--- config.mk ---
export PLATFORM = sky130hd
export DESIGN_NAME = rounded_rect_alpha_compositor_flat
export DESIGN_NICKNAME = d
export VERILOG_FILES = /design/src/rtl/core/rrac_pkg.sv /design/src/rtl/core/rrac_pix_in_if.sv /design/src/rtl/core/rrac_pix_out_if.sv /design/src/rtl/core/rrac_geom.sv /design/src/rtl/core/rrac_blend.sv /design/src/rtl/core/rounded_rect_alpha_compositor.sv /design/src/flat_wrapper.sv
export SDC_FILE = /design/constraint.sdc
export NUM_CORES = 2
export LEC_CHECK = 0
export ABC_AREA = 1
export BUFFER_PORTS_ARGS = -buffer_cell sky130_fd_sc_hd__buf_4
export CORE_MARGIN = 2
export CORE_UTILIZATION = 31
export DETAILED_ROUTE_END_ITERATION = 6
export GPL_TIMING_DRIVEN = 0
export HOLD_SLACK_MARGIN = 0.06
export PLACE_DENSITY = 0.45
export SLEW_MARGIN = 20
export SYNTH_ARGS = -nofsm -noshare
export SYNTH_HDL_FRONTEND = slang
export SYNTH_HIERARCHICAL = 1
export SYNTH_SLANG_ARGS = --single-unit
--- constraint.sdc ---
create_clock -name clk_i -period 7.8 [get_ports clk_i]
set_input_delay 0.39 -clock clk_i [delete_from_list [all_inputs] [get_ports clk_i]]
set_output_delay 0.39 -clock clk_i [all_outputs]
set_load 0.01 [all_outputs]
--- src/rtl/core/rrac_pkg.sv ---
// ----------------------------------------------------------------------------
// Rounded rectangle compositor package
// Register map codes, field widths, configuration and pipeline beat types.
// ----------------------------------------------------------------------------
package rrac_pkg;

  localparam int LEFT_W     = 13;
  localparam int SIZE_W     = 12;
  localparam int RAD_W      = 11;
  localparam int ALPHA_W    = 8;
  localparam int CH_W       = 8;
  localparam int RGB_W      = 24;
  localparam int CFG_IDX_W  = 3;
  localparam int CFG_DATA_W = 24;

  localparam logic [ALPHA_W-1:0] ALPHA_RESET = 8'd255;
  localparam logic [ALPHA_W-1:0] ALPHA_MAX   = 8'd255;

  typedef enum logic [CFG_IDX_W-1:0] {
    CFG_RECT_LEFT     = 3'd0,
    CFG_RECT_TOP      = 3'd1,
    CFG_RECT_WIDTH    = 3'd2,
    CFG_RECT_HEIGHT   = 3'd3,
    CFG_CORNER_RADIUS = 3'd4,
    CFG_FILL_ALPHA    = 3'd5,
    CFG_FILL_COLOR    = 3'd6
  } cfg_idx_e;

  typedef struct packed {
    logic signed [LEFT_W-1:0] rect_left;
    logic signed [LEFT_W-1:0] rect_top;
    logic [SIZE_W-1:0]        rect_width;
    logic [SIZE_W-1:0]        rect_height;
    logic [RAD_W-1:0]         corner_radius;
    logic [ALPHA_W-1:0]       fill_alpha;
    logic [RGB_W-1:0]         fill_color;
  } cfg_t;

  typedef struct packed {
    logic             covered;
    logic [RGB_W-1:0] bg;
  } cov_beat_t;

endpackage

--- src/rtl/core/rrac_pix_in_if.sv ---
// ----------------------------------------------------------------------------
// Pixel input channel
// Valid/ready channel carrying a screen position and its background color.
// ----------------------------------------------------------------------------
interface rrac_pix_in_if #(
  parameter int COORD_BITS = 12
);
  import rrac_pkg::*;

  logic                  valid;
  logic                  ready;
  logic [COORD_BITS-1:0] pixel_x;
  logic [COORD_BITS-1:0] pixel_y;
  logic [RGB_W-1:0]      background_rgb;

  modport source (output valid, output pixel_x, output pixel_y, output background_rgb,
                  input ready);
  modport sink   (input valid, input pixel_x, input pixel_y, input background_rgb,
                  output ready);
endinterface

--- src/rtl/core/rrac_pix_out_if.sv ---
// ----------------------------------------------------------------------------
// Pixel output channel
// Valid/ready channel carrying the coverage flag and the composited color.
// ----------------------------------------------------------------------------
interface rrac_pix_out_if;
  import rrac_pkg::*;

  logic             valid;
  logic             ready;
  logic             covered;
  logic [RGB_W-1:0] pixel_rgb;

  modport source (output valid, output covered, output pixel_rgb, input ready);
  modport sink   (input valid, input covered, input pixel_rgb, output ready);
endinterface

--- src/rtl/core/rrac_geom.sv ---
// ----------------------------------------------------------------------------
// Coverage pipeline
// Four stages: offsets, box/band/corner flags, squares, arc compare.
// ----------------------------------------------------------------------------
module rrac_geom #(
  parameter int COORD_BITS = 12
) (
  input  logic                    clk_i,
  input  logic                    rst_ni,
  input  rrac_pkg::cfg_t          cfg_i,
  input  logic                    valid_i,
  output logic                    ready_o,
  input  logic [COORD_BITS-1:0]   px_i,
  input  logic [COORD_BITS-1:0]   py_i,
  input  logic [rrac_pkg::RGB_W-1:0] bg_i,
  output logic                    valid_o,
  input  logic                    ready_i,
  output rrac_pkg::cov_beat_t     beat_o
);
  import rrac_pkg::*;

  localparam int UW = ((COORD_BITS > SIZE_W) ? COORD_BITS : SIZE_W) + 2;
  localparam int SQ_W = 2 * RAD_W;

  logic en1, en2, en3, en4;
  logic v1_q, v2_q, v3_q, v4_q;

  // stage 1
  logic signed [UW-1:0] px_s, py_s, left_s, top_s;
  logic signed [UW-1:0] u1_d, w1_d, u1_q, w1_q;
  logic [RGB_W-1:0]     bg1_q;

  // stage 2
  logic [SIZE_W-1:0] u12, v12, a2, b2;
  logic [SIZE_W:0]   ur_sum, vr_sum;
  logic              in_x, in_y, band_x, band_y, ua, ub, va, vb;
  logic [RAD_W-1:0]  dxl_d, dxr_d, dyt_d, dyb_d;
  logic              inside2_q, band2_q;
  logic [3:0]        sel2_q;
  logic [RAD_W-1:0]  dxl_q, dxr_q, dyt_q, dyb_q;
  logic [RGB_W-1:0]  bg2_q;

  // stage 3
  logic              inside3_q, band3_q;
  logic [3:0]        sel3_q;
  logic [SQ_W-1:0]   sxl_q, sxr_q, syt_q, syb_q, rsq_q;
  logic [RGB_W-1:0]  bg3_q;

  // stage 4
  logic [3:0]        hit;
  logic [SQ_W:0]     d0, d1, d2, d3;
  cov_beat_t         beat4_q;

  assign en4     = !v4_q || ready_i;
  assign en3     = !v3_q || en4;
  assign en2     = !v2_q || en3;
  assign en1     = !v1_q || en2;
  assign ready_o = en1;
  assign valid_o = v4_q;
  assign beat_o  = beat4_q;

  always_ff @(posedge clk_i or negedge rst_ni) begin
    if (!rst_ni) begin
      v1_q <= 1'b0;
      v2_q <= 1'b0;
      v3_q <= 1'b0;
      v4_q <= 1'b0;
    end else begin
      if (en1) v1_q <= valid_i;
      if (en2) v2_q <= v1_q;
      if (en3) v3_q <= v2_q;
      if (en4) v4_q <= v3_q;
    end
  end

  assign px_s   = $signed({{(UW-COORD_BITS){1'b0}}, px_i});
  assign py_s   = $signed({{(UW-COORD_BITS){1'b0}}, py_i});
  assign left_s = $signed({{(UW-LEFT_W){cfg_i.rect_left[LEFT_W-1]}}, cfg_i.rect_left});
  assign top_s  = $signed({{(UW-LEFT_W){cfg_i.rect_top[LEFT_W-1]}}, cfg_i.rect_top});
  assign u1_d   = px_s - left_s;
  assign w1_d   = py_s - top_s;

  always_ff @(posedge clk_i) begin
    if (en1 && valid_i) begin
      u1_q  <= u1_d;
      w1_q  <= w1_d;
      bg1_q <= bg_i;
    end
  end

  always_comb begin
    u12    = u1_q[SIZE_W-1:0];
    v12    = w1_q[SIZE_W-1:0];
    in_x   = !u1_q[UW-1] && (u1_q[UW-2:0] < (UW-1)'(cfg_i.rect_width));
    in_y   = !w1_q[UW-1] && (w1_q[UW-2:0] < (UW-1)'(cfg_i.rect_height));
    ur_sum = {1'b0, u12} + (SIZE_W+1)'(cfg_i.corner_radius);
    vr_sum = {1'b0, v12} + (SIZE_W+1)'(cfg_i.corner_radius);
    band_x = (u12 >= SIZE_W'(cfg_i.corner_radius)) && (ur_sum < {1'b0, cfg_i.rect_width});
    band_y = (v12 >= SIZE_W'(cfg_i.corner_radius)) && (vr_sum < {1'b0, cfg_i.rect_height});
    a2     = cfg_i.rect_width - SIZE_W'(1) - u12;
    b2     = cfg_i.rect_height - SIZE_W'(1) - v12;
    ua     = u12 < SIZE_W'(cfg_i.corner_radius);
    ub     = a2 < SIZE_W'(cfg_i.corner_radius);
    va     = v12 < SIZE_W'(cfg_i.corner_radius);
    vb     = b2 < SIZE_W'(cfg_i.corner_radius);
    dxl_d  = cfg_i.corner_radius - u12[RAD_W-1:0];
    dxr_d  = cfg_i.corner_radius - a2[RAD_W-1:0];
    dyt_d  = cfg_i.corner_radius - v12[RAD_W-1:0];
    dyb_d  = cfg_i.corner_radius - b2[RAD_W-1:0];
  end

  always_ff @(posedge clk_i) begin
    if (en2 && v1_q) begin
      inside2_q <= in_x && in_y;
      band2_q   <= band_x || band_y;
      sel2_q    <= {ub && vb, ub && va, ua && vb, ua && va};
      dxl_q     <= dxl_d;
      dxr_q     <= dxr_d;
      dyt_q     <= dyt_d;
      dyb_q     <= dyb_d;
      bg2_q     <= bg1_q;
    end
  end

  always_ff @(posedge clk_i) begin
    if (en3 && v2_q) begin
      inside3_q <= inside2_q;
      band3_q   <= band2_q;
      sel3_q    <= sel2_q;
      sxl_q     <= SQ_W'(dxl_q) * SQ_W'(dxl_q);
      sxr_q     <= SQ_W'(dxr_q) * SQ_W'(dxr_q);
      syt_q     <= SQ_W'(dyt_q) * SQ_W'(dyt_q);
      syb_q     <= SQ_W'(dyb_q) * SQ_W'(dyb_q);
      rsq_q     <= SQ_W'(cfg_i.corner_radius) * SQ_W'(cfg_i.corner_radius);
      bg3_q     <= bg2_q;
    end
  end

  always_comb begin
    d0  = {1'b0, sxl_q} + {1'b0, syt_q};
    d1  = {1'b0, sxl_q} + {1'b0, syb_q};
    d2  = {1'b0, sxr_q} + {1'b0, syt_q};
    d3  = {1'b0, sxr_q} + {1'b0, syb_q};
    hit = {sel3_q[3] && (d3 <= {1'b0, rsq_q}),
           sel3_q[2] && (d2 <= {1'b0, rsq_q}),
           sel3_q[1] && (d1 <= {1'b0, rsq_q}),
           sel3_q[0] && (d0 <= {1'b0, rsq_q})};
  end

  always_ff @(posedge clk_i) begin
    if (en4 && v3_q) begin
      beat4_q.covered <= inside3_q && (band3_q || (|hit));
      beat4_q.bg      <= bg3_q;
    end
  end

endmodule

--- src/rtl/core/rrac_blend.sv ---
// ----------------------------------------------------------------------------
// Blend pipeline
// Two stages: per-channel weighted products, then exact divide by 255 and
// select of blended or background color.
// ----------------------------------------------------------------------------
module rrac_blend (
  input  logic                       clk_i,
  input  logic                       rst_ni,
  input  rrac_pkg::cfg_t             cfg_i,
  input  logic                       valid_i,
  output logic                       ready_o,
  input  rrac_pkg::cov_beat_t        beat_i,
  output logic                       valid_o,
  input  logic                       ready_i,
  output logic                       covered_o,
  output logic [rrac_pkg::RGB_W-1:0] rgb_o
);
  import rrac_pkg::*;

  localparam int NCH   = RGB_W / CH_W;
  localparam int SUM_W = 2 * CH_W;

  logic en5, en6;
  logic v5_q, v6_q;

  logic [ALPHA_W-1:0]          na;
  logic [NCH-1:0][SUM_W-1:0]   sum_d, sum_q;
  logic                        cov5_q;
  logic [RGB_W-1:0]            bg5_q;

  logic [NCH-1:0][SUM_W:0]     div_t;
  logic [NCH-1:0][CH_W-1:0]    q;
  logic                        cov6_q;
  logic [RGB_W-1:0]            rgb6_q;

  assign en6       = !v6_q || ready_i;
  assign en5       = !v5_q || en6;
  assign ready_o   = en5;
  assign valid_o   = v6_q;
  assign covered_o = cov6_q;
  assign rgb_o     = rgb6_q;

  always_ff @(posedge clk_i or negedge rst_ni) begin
    if (!rst_ni) begin
      v5_q <= 1'b0;
      v6_q <= 1'b0;
    end else begin
      if (en5) v5_q <= valid_i;
      if (en6) v6_q <= v5_q;
    end
  end

  always_comb begin
    na = ALPHA_MAX - cfg_i.fill_alpha;
    for (int c = 0; c < NCH; c++) begin
      sum_d[c] = SUM_W'(cfg_i.fill_color[c*CH_W +: CH_W]) * SUM_W'(cfg_i.fill_alpha)
               + SUM_W'(beat_i.bg[c*CH_W +: CH_W]) * SUM_W'(na);
    end
  end

  always_ff @(posedge clk_i) begin
    if (en5 && valid_i) begin
      sum_q  <= sum_d;
      cov5_q <= beat_i.covered;
      bg5_q  <= beat_i.bg;
    end
  end

  // x / 255 == (x + 1 + (x >> 8)) >> 8 over the product range
  always_comb begin
    for (int c = 0; c < NCH; c++) begin
      div_t[c] = {1'b0, sum_q[c]} + (SUM_W+1)'(1) + (SUM_W+1)'(sum_q[c][SUM_W-1:CH_W]);
      q[c]     = div_t[c][CH_W +: CH_W];
    end
  end

  always_ff @(posedge clk_i) begin
    if (en6 && v5_q) begin
      cov6_q <= cov5_q;
      rgb6_q <= cov5_q ? q : bg5_q;
    end
  end

endmodule

--- src/rtl/core/rounded_rect_alpha_compositor.sv ---
// ----------------------------------------------------------------------------
// Rounded rectangle alpha compositor
// Pipeline: an accepted input beat passes through the geometry stages, then
// the blend stages. Throughput: one pixel per cycle through six register
// stages, each with its own valid bit; a stalled output holds the stages behind it.
// Reset: pipeline valid bits clear; fill_alpha returns to 255 and all other
// configuration registers to 0.
// ----------------------------------------------------------------------------
module rounded_rect_alpha_compositor #(
  parameter int COORD_BITS = 12
) (
  input  logic                            clk_i,
  input  logic                            rst_ni,
  input  logic                            cfg_we_i,
  input  logic [rrac_pkg::CFG_IDX_W-1:0]  cfg_idx_i,
  input  logic [rrac_pkg::CFG_DATA_W-1:0] cfg_data_i,
  rrac_pix_in_if.sink                     pix_in,
  rrac_pix_out_if.source                  pix_out
);
  import rrac_pkg::*;

  cfg_t      cfg_q;
  logic      geom_valid, geom_ready;
  cov_beat_t geom_beat;

  always_ff @(posedge clk_i or negedge rst_ni) begin
    if (!rst_ni) begin
      cfg_q.rect_left     <= '0;
      cfg_q.rect_top      <= '0;
      cfg_q.rect_width    <= '0;
      cfg_q.rect_height   <= '0;
      cfg_q.corner_radius <= '0;
      cfg_q.fill_alpha    <= ALPHA_RESET;
      cfg_q.fill_color    <= '0;
    end else if (cfg_we_i) begin
      case (cfg_idx_e'(cfg_idx_i))
        CFG_RECT_LEFT:     cfg_q.rect_left     <= cfg_data_i[LEFT_W-1:0];
        CFG_RECT_TOP:      cfg_q.rect_top      <= cfg_data_i[LEFT_W-1:0];
        CFG_RECT_WIDTH:    cfg_q.rect_width    <= cfg_data_i[SIZE_W-1:0];
        CFG_RECT_HEIGHT:   cfg_q.rect_height   <= cfg_data_i[SIZE_W-1:0];
        CFG_CORNER_RADIUS: cfg_q.corner_radius <= cfg_data_i[RAD_W-1:0];
        CFG_FILL_ALPHA:    cfg_q.fill_alpha    <= cfg_data_i[ALPHA_W-1:0];
        CFG_FILL_COLOR:    cfg_q.fill_color    <= cfg_data_i[RGB_W-1:0];
        default: begin
        end
      endcase
    end
  end

  rrac_geom #(
    .COORD_BITS (COORD_BITS)
  ) u_geom (
    .clk_i   (clk_i),
    .rst_ni  (rst_ni),
    .cfg_i   (cfg_q),
    .valid_i (pix_in.valid),
    .ready_o (pix_in.ready),
    .px_i    (pix_in.pixel_x),
    .py_i    (pix_in.pixel_y),
    .bg_i    (pix_in.background_rgb),
    .valid_o (geom_valid),
    .ready_i (geom_ready),
    .beat_o  (geom_beat)
  );

  rrac_blend u_blend (
    .clk_i     (clk_i),
    .rst_ni    (rst_ni),
    .cfg_i     (cfg_q),
    .valid_i   (geom_valid),
    .ready_o   (geom_ready),
    .beat_i    (geom_beat),
    .valid_o   (pix_out.valid),
    .ready_i   (pix_out.ready),
    .covered_o (pix_out.covered),
    .rgb_o     (pix_out.pixel_rgb)
  );

endmodule
--- src/flat_wrapper.sv ---
// flat-port wrapper written by rule: the top's interface ports become plain ports
module rounded_rect_alpha_compositor_flat import rrac_pkg::*;
#(
  parameter int COORD_BITS = 12
)
  (clk_i, rst_ni, cfg_we_i, cfg_idx_i, cfg_data_i, pix_in_valid, pix_in_pixel_x, pix_in_pixel_y, pix_in_background_rgb, pix_in_ready, pix_out_valid, pix_out_covered, pix_out_pixel_rgb, pix_out_ready);
  rrac_pix_in_if #(.COORD_BITS(COORD_BITS)) pix_in_i ();
  rrac_pix_out_if pix_out_i ();
  input  logic clk_i;
  input  logic rst_ni;
  input  logic cfg_we_i;
  input  logic [rrac_pkg::CFG_IDX_W-1:0] cfg_idx_i;
  input  logic [rrac_pkg::CFG_DATA_W-1:0] cfg_data_i;
  input wire logic [$bits(pix_in_i.valid)-1:0] pix_in_valid;
  input wire logic [$bits(pix_in_i.pixel_x)-1:0] pix_in_pixel_x;
  input wire logic [$bits(pix_in_i.pixel_y)-1:0] pix_in_pixel_y;
  input wire logic [$bits(pix_in_i.background_rgb)-1:0] pix_in_background_rgb;
  output wire logic [$bits(pix_in_i.ready)-1:0] pix_in_ready;
  output wire logic [$bits(pix_out_i.valid)-1:0] pix_out_valid;
  output wire logic [$bits(pix_out_i.covered)-1:0] pix_out_covered;
  output wire logic [$bits(pix_out_i.pixel_rgb)-1:0] pix_out_pixel_rgb;
  input wire logic [$bits(pix_out_i.ready)-1:0] pix_out_ready;
  assign pix_in_i.valid = pix_in_valid;
  assign pix_in_i.pixel_x = pix_in_pixel_x;
  assign pix_in_i.pixel_y = pix_in_pixel_y;
  assign pix_in_i.background_rgb = pix_in_background_rgb;
  assign pix_in_ready = pix_in_i.ready;
  assign pix_out_valid = pix_out_i.valid;
  assign pix_out_covered = pix_out_i.covered;
  assign pix_out_pixel_rgb = pix_out_i.pixel_rgb;
  assign pix_out_i.ready = pix_out_ready;
  rounded_rect_alpha_compositor #(.COORD_BITS(COORD_BITS)) u_core (.clk_i(clk_i), .rst_ni(rst_ni), .cfg_we_i(cfg_we_i), .cfg_idx_i(cfg_idx_i), .cfg_data_i(cfg_data_i), .pix_in(pix_in_i), .pix_out(pix_out_i));
endmodule
# Yosys cells after proc, flatten, opt, wreduce, memory -nomap -nowiden
# Index checks and enable logic that the tools add are counted.
dict set report op_classes {
  addsub 26
  multipliers 11
  n_lt_le_gt_ge 14
  eq_ne 6
  mux 1
  reduce_logical 45
}
# op count
set op_table {}
lappend op_table {{11-bit by 11-bit multiplier with 22-bit output} 5}
lappend op_table {{8-bit by 8-bit multiplier with 16-bit output} 6}
lappend op_table {{22-bit by 22-bit adder with 23-bit output} 4}
lappend op_table {{23-bit by 22-bit less-or-equal comparator with 1-bit output} 4}
lappend op_table {{13-bit by 12-bit < comparator with 1-bit output} 4}
lappend op_table {{16-bit by 1-bit adder with 16-bit output (second input constant)} 3}
lappend op_table {{16-bit adder} 3}
lappend op_table {{16-bit by 8-bit adder with 16-bit output} 3}
lappend op_table {{12-bit by 11-bit < comparator with 1-bit output} 4}
lappend op_table {{11-bit subtractor} 4}
lappend op_table {{13-bit by 13-bit subtractor with 14-bit output} 2}
lappend op_table {{12-bit by 11-bit adder with 13-bit output} 2}
lappend op_table {{12-bit by 11-bit >= comparator with 1-bit output} 2}
lappend op_table {{24-bit two-way mux} 1}
lappend op_table {{12-bit by 1-bit subtractor with 12-bit output (second input constant)} 2}
lappend op_table {{12-bit subtractor} 2}
lappend op_table {{1-bit logical AND} 20}
lappend op_table {{2-bit AND reduction} 7}
lappend op_table {{3-bit == test (second input constant)} 3}
lappend op_table {{1-bit logical NOT} 8}
lappend op_table {{1-bit logical OR} 8}
lappend op_table {{8-bit subtractor (first input constant)} 1}
lappend op_table {{3-bit by 2-bit == test with 1-bit output (second input constant)} 2}
lappend op_table {{4-bit OR reduction} 1}
lappend op_table {{2 further kinds} 2}
dict set report word_totals {
  register_bits 488
  output_inout_bits 27
  wordCells 145
}

# Longest topological paths before layout
dict set report logic_depth {
  ltp_word 8
  depth_mapped 26
}

# By module
# Netlist, hierarchy kept.
# module n_inst cells_per_inst area_each_um2 seq_area_each_um2
set by_module_without_submodules {}
lappend by_module_without_submodules {rrac_geom 1 4334 37737.4 8688.3}
lappend by_module_without_submodules {rrac_blend 1 2318 18441.4 2992.9}
lappend by_module_without_submodules {rounded_rect_alpha_compositor 1 416 3674.8 2337.2}

# Least setup slack after synthesis
# OpenSTA, ideal clock, no wires.
dict set report synth_timing {
  path_kind {reg-to-reg}
  startpoint {reg u_core/cfg_q[31] (netlist bit)}
  endpoint {reg u_core/u_blend/sum_q[47] (netlist bit) (data pin)}
  setup_time_ns 0.252
  t_arrival_ns 5.274
  required_ns 7.548
  path_slack_ns 2.274
  path_stages_with_launch 22
  period_less_slack_ns 5.526
  path_cell_list {dfstp_2 clkbuf_1 clkbuf_1 nor2_1 fa_1 inv_1 fa_1 inv_1 fa_1 fa_1 fa_1 inv_1 fa_1 inv_1 ha_1 nand2_1 nand2_1 o21bai_1 a21oi_1 nand2_1 nand2_1 nand2_1}
}
# item line
set synth_lines {}
lappend synth_lines {{start: declaration} rounded_rect_alpha_compositor.sv:22} ;# cfg_t cfg_q;
lappend synth_lines {{end signal: assignment} rrac_blend.sv:63} ;# sum_q <= sum_d;
lappend synth_lines {{end: declaration} rrac_blend.sv:27} ;# logic [NCH-1:0][SUM_W-1:0] sum_d, sum_q;

==> flow_summary.yaml <==
cts:
  total_cts_buffers: 58
  clock_sink_count: 483
  clkSlewWorstSetupHoldPaths_ns: 0.06
  cts_max_level: 2
  post_cts.resized_instances: 0
  cts_tree: "done"
  clock_path_buffers: 3
  ctsRootBufferMaster: "clkbuf_16"
  insertion_delay_ns: 0.70
yosys:
  synth_sequential_area_ratio_pct: 23.4
  synth-async-reset-ratio_pct: 20.5
  ys.flop_type: "edfxtp_1"
  ys_seq_elements: 483
  synth.avg_cell_area_um2: 8.47
  synth_cell_types: 63
  post_synth_main_area_contributors: "fa_1 21%, edfxtp_1 19%, ha_1 17%, inv_1 10%, nand2_1 10%"
  netlist_area_before_placement_um2: 59900
  post-synth-top-count-cell: "inv_1"
  yosys-top-cells-count: "1,607 x inv_1, 1,594 x nand2_1, 831 x ha_1"
  netlist.top_cell.by_area: "fa_1"
  synth_top_area_share_pct: 20.5
  synth_edf_count: 384
  syn_inst: 7068
  ys.warnings.count: 6
sta:
  worst_pin_slew_ns: 1.05
  maxSlewHeadroom_pct: 29.8
  rsz0062_at_grt: "no"
  min_period_ns: 6.58
  finalSetupTns_ns: 0
  fmax_mhz: 152
  maxSlewViolCount: 0
  setup_violations: 0
  fin_crit_sh_pct: 84.4
  worst_clock_skew_ns: 0.0426
  hold_viol_final: 0
cells_and_area:
  layout.filler_cells: 20304
  post_route_cells_drive_above_1_share_pct: 5.10
  num-nets-final: 8826
  synth_to_final_area_change_pct: 11.2
worst_setup_path:
  endpoint_kind: "flop"
  critPathBufInv: 7
  critical_path_arrival_ns: 7.01
  worst_path_most_repeated_cell: "fa_1"
  crit_path_top_delay_cell: "clkbuf_1"
  worst_ep_required_time_ns: 8.23
  worst-setup-path-type: "reg2reg"
  cp_cell_sequence: "buf_2 > clkbuf_1 > inv_1 > nand2_1 > fa_1 > fa_1 > inv_1 > fa_1 > fa_1 > fa_1 > inv_1 > fa_1 > inv_1 > ha_1 > nand2_1 > nor2_1 > nor2_1 > nand2_1 > a21oi_1 > inv_1 > nand2_1 > nand2_1"
  path_delay_family: "adder cells"
  critPathLaunchType: "flop"
  critical-path-max-stage-delay_ns: 0.68
  crit_path_max_fanout: 10
drt:
  routed_wl_um: 178000
  tritonroute_pass_1_iters: 5
  ant_nets: 0
  detailroute.via_count: 45703
  drt_first_iter_violations: 2885
  vias_per_cell: 4.63
  drt_drc_violations_left: 0
  routedWlPerCell_um: 18.0
grt:
  grt_overflow_total: 0
  grt_max_degree: 104
  grt_use_total_pct: 18.2
  grt_antenna_before_repair: 3
  grt_first_pass_wirelength_um: 276000
  grt_pass1_vias: 47218
die:
  initial_utilization_pct: 31.1
  io_pins: 107
  number_of_placement_rows: 161
  die-width_um: 443
  dieArea_um2: 197000
  dieHeight_um: 443
  core-area_um2: 192000
placement:
  gp_routability_congestion: 0.881
  port-buffer-count: 106
  dpl.hpwl_um: 146000
status:
  status: "completed"
job:
  cap_violations: 0
hold_path:
  worst_hold_path_type: "in2reg"
[timing repair]
item | CTS | global route
hold buffers | 57 | 0
buffers inserted | 0 | 0
hold endpoints to repair | 164 | 0
[per-layer routing]
layer	global-route usage, %	wire length [um]	vias to the layer above
met2	31.2	85000	799
met4	4.07	3970	0
met5	0	0	-
met3	1.42	6170	163
li1	-	-	22444
met1	24.9	82500	22297
[layout by cell type (no fill, tap or decap), drive strengths merged, types with 29 or more instances in the layout]
| cell | count |
|---|---|
| nand3 | 235 |
| nand2 | 1612 |
| xor2 | 227 |
| buf | 173 |
| dlygate4sd3 | 57 |
| xnor2 | 92 |
| ha | 831 |
| clkbuf | 177 |
| nand4 | 29 |
| dfrtp | 91 |
| a21o | 37 |
| o21ai | 156 |
| fa | 613 |
| nor2 | 377 |
| nor3 | 57 |
| edfxtp | 384 |
| inv | 1625 |
| a21oi | 360 |
[layout make-up]
class                      count  area (um2)  area share, %
clock inverter                32         299          0.449
multi-input combinational   4810       39100           58.8
inverter                    1619        6090           9.15
tap                         2526        3160           4.75
buffer                       159         697           1.05
sequential                   483       14000           21.1
clock buffer                  77        1600           2.41
timing repair buffer         171        1580           2.37
antenna                        1        2.50        0.00376
[sequential cells by signal (all words and copies together) (netlist names), 11 cells and up]
signal / count
u_core/u_geom/dyb_q: 11
u_core/u_geom/bg1_q: 24
u_core/cfg_q: 93
u_core/u_geom/sxr_q: 21
u_core/u_geom/w1_q: 14
u_core/u_geom/sxl_q: 21
u_core/u_geom/rsq_q: 21
u_core/u_geom/dxr_q: 11
u_core/u_geom/beat_o: 25
u_core/u_geom/dyt_q: 11
u_core/u_geom/syb_q: 21
u_core/u_geom/syt_q: 21
u_core/u_blend/bg5_q: 24
u_core/u_geom/u1_q: 14
u_core/u_geom/dxl_q: 11
u_core/u_geom/bg2_q: 24
u_core/u_blend/sum_q: 48
u_core/u_geom/bg3_q: 24
u_core/u_blend/rgb_o: 24
[cell families after synthesis]
kind of cell,after synthesis,share of synthesized area [%]
adders and majority gates,1444,37.9
and+or+nand+nor,2361,16.0
DFF,483,23.4
xor gates and xnor gates,319,4.68
AOI/OAI and AO/OA,681,6.68
other,2,0.0125
buffers and inverters,1778,11.3
[path summary, 6_finish.rpt]
kind	startpoint	endpoint	slack (ns)	cells after the start
max reg2reg	u_core/cfg_q[24]	u_core/u_blend/sum_q[29]	1.22	22
min reg2reg	u_core/u_geom/bg3_q[17]	u_core/u_geom/beat_o[17]	0.41	0
min	pix_in_pixel_y[11]	u_core/u_geom/w1_q[13]	0.14	3
max	u_core/cfg_q[24]	u_core/u_blend/sum_q[29]	1.22	22
max in group asynchronous	rst_ni	u_core/cfg_q[25]	6.78	3
min in group asynchronous	rst_ni	u_core/cfg_q[52]	0.21	2
[worst min-delay path, delay by kind of cell]
family,cells,cell delay [ns]
adder cells (fa/ha/maj),1,0.15
buffers and inverters,1,0.08
AO/OA/AOI/OAI,1,0.05
[stage by stage]
| stage | setup WS [ns] | std cells | hold WS [ns] | utilization [%] | area (um2) |
|---|---|---|---|---|---|
| final | 1.22 | 9878 | 0.141 | 34.6 | 66500 |
| after CTS | 1.23 | 9877 | 0.0855 | 34.6 | 66500 |
| after global placement | 1.20 | 9703 | 0.405 | 33.2 | 63800 |
| after floorplan | 2.27 | 7071 | 0.0944 | - | 59900 |
| after global routing | 0.856 | 9877 | 0.129 | 34.6 | 66500 |
| after detailed placement | 1.23 | 9711 | 0.393 | 33.3 | 64100 |
Power is left out: the tool's default activity adds up to more than one toggle a clock period on the data nets, which glitch-free logic cannot reach.
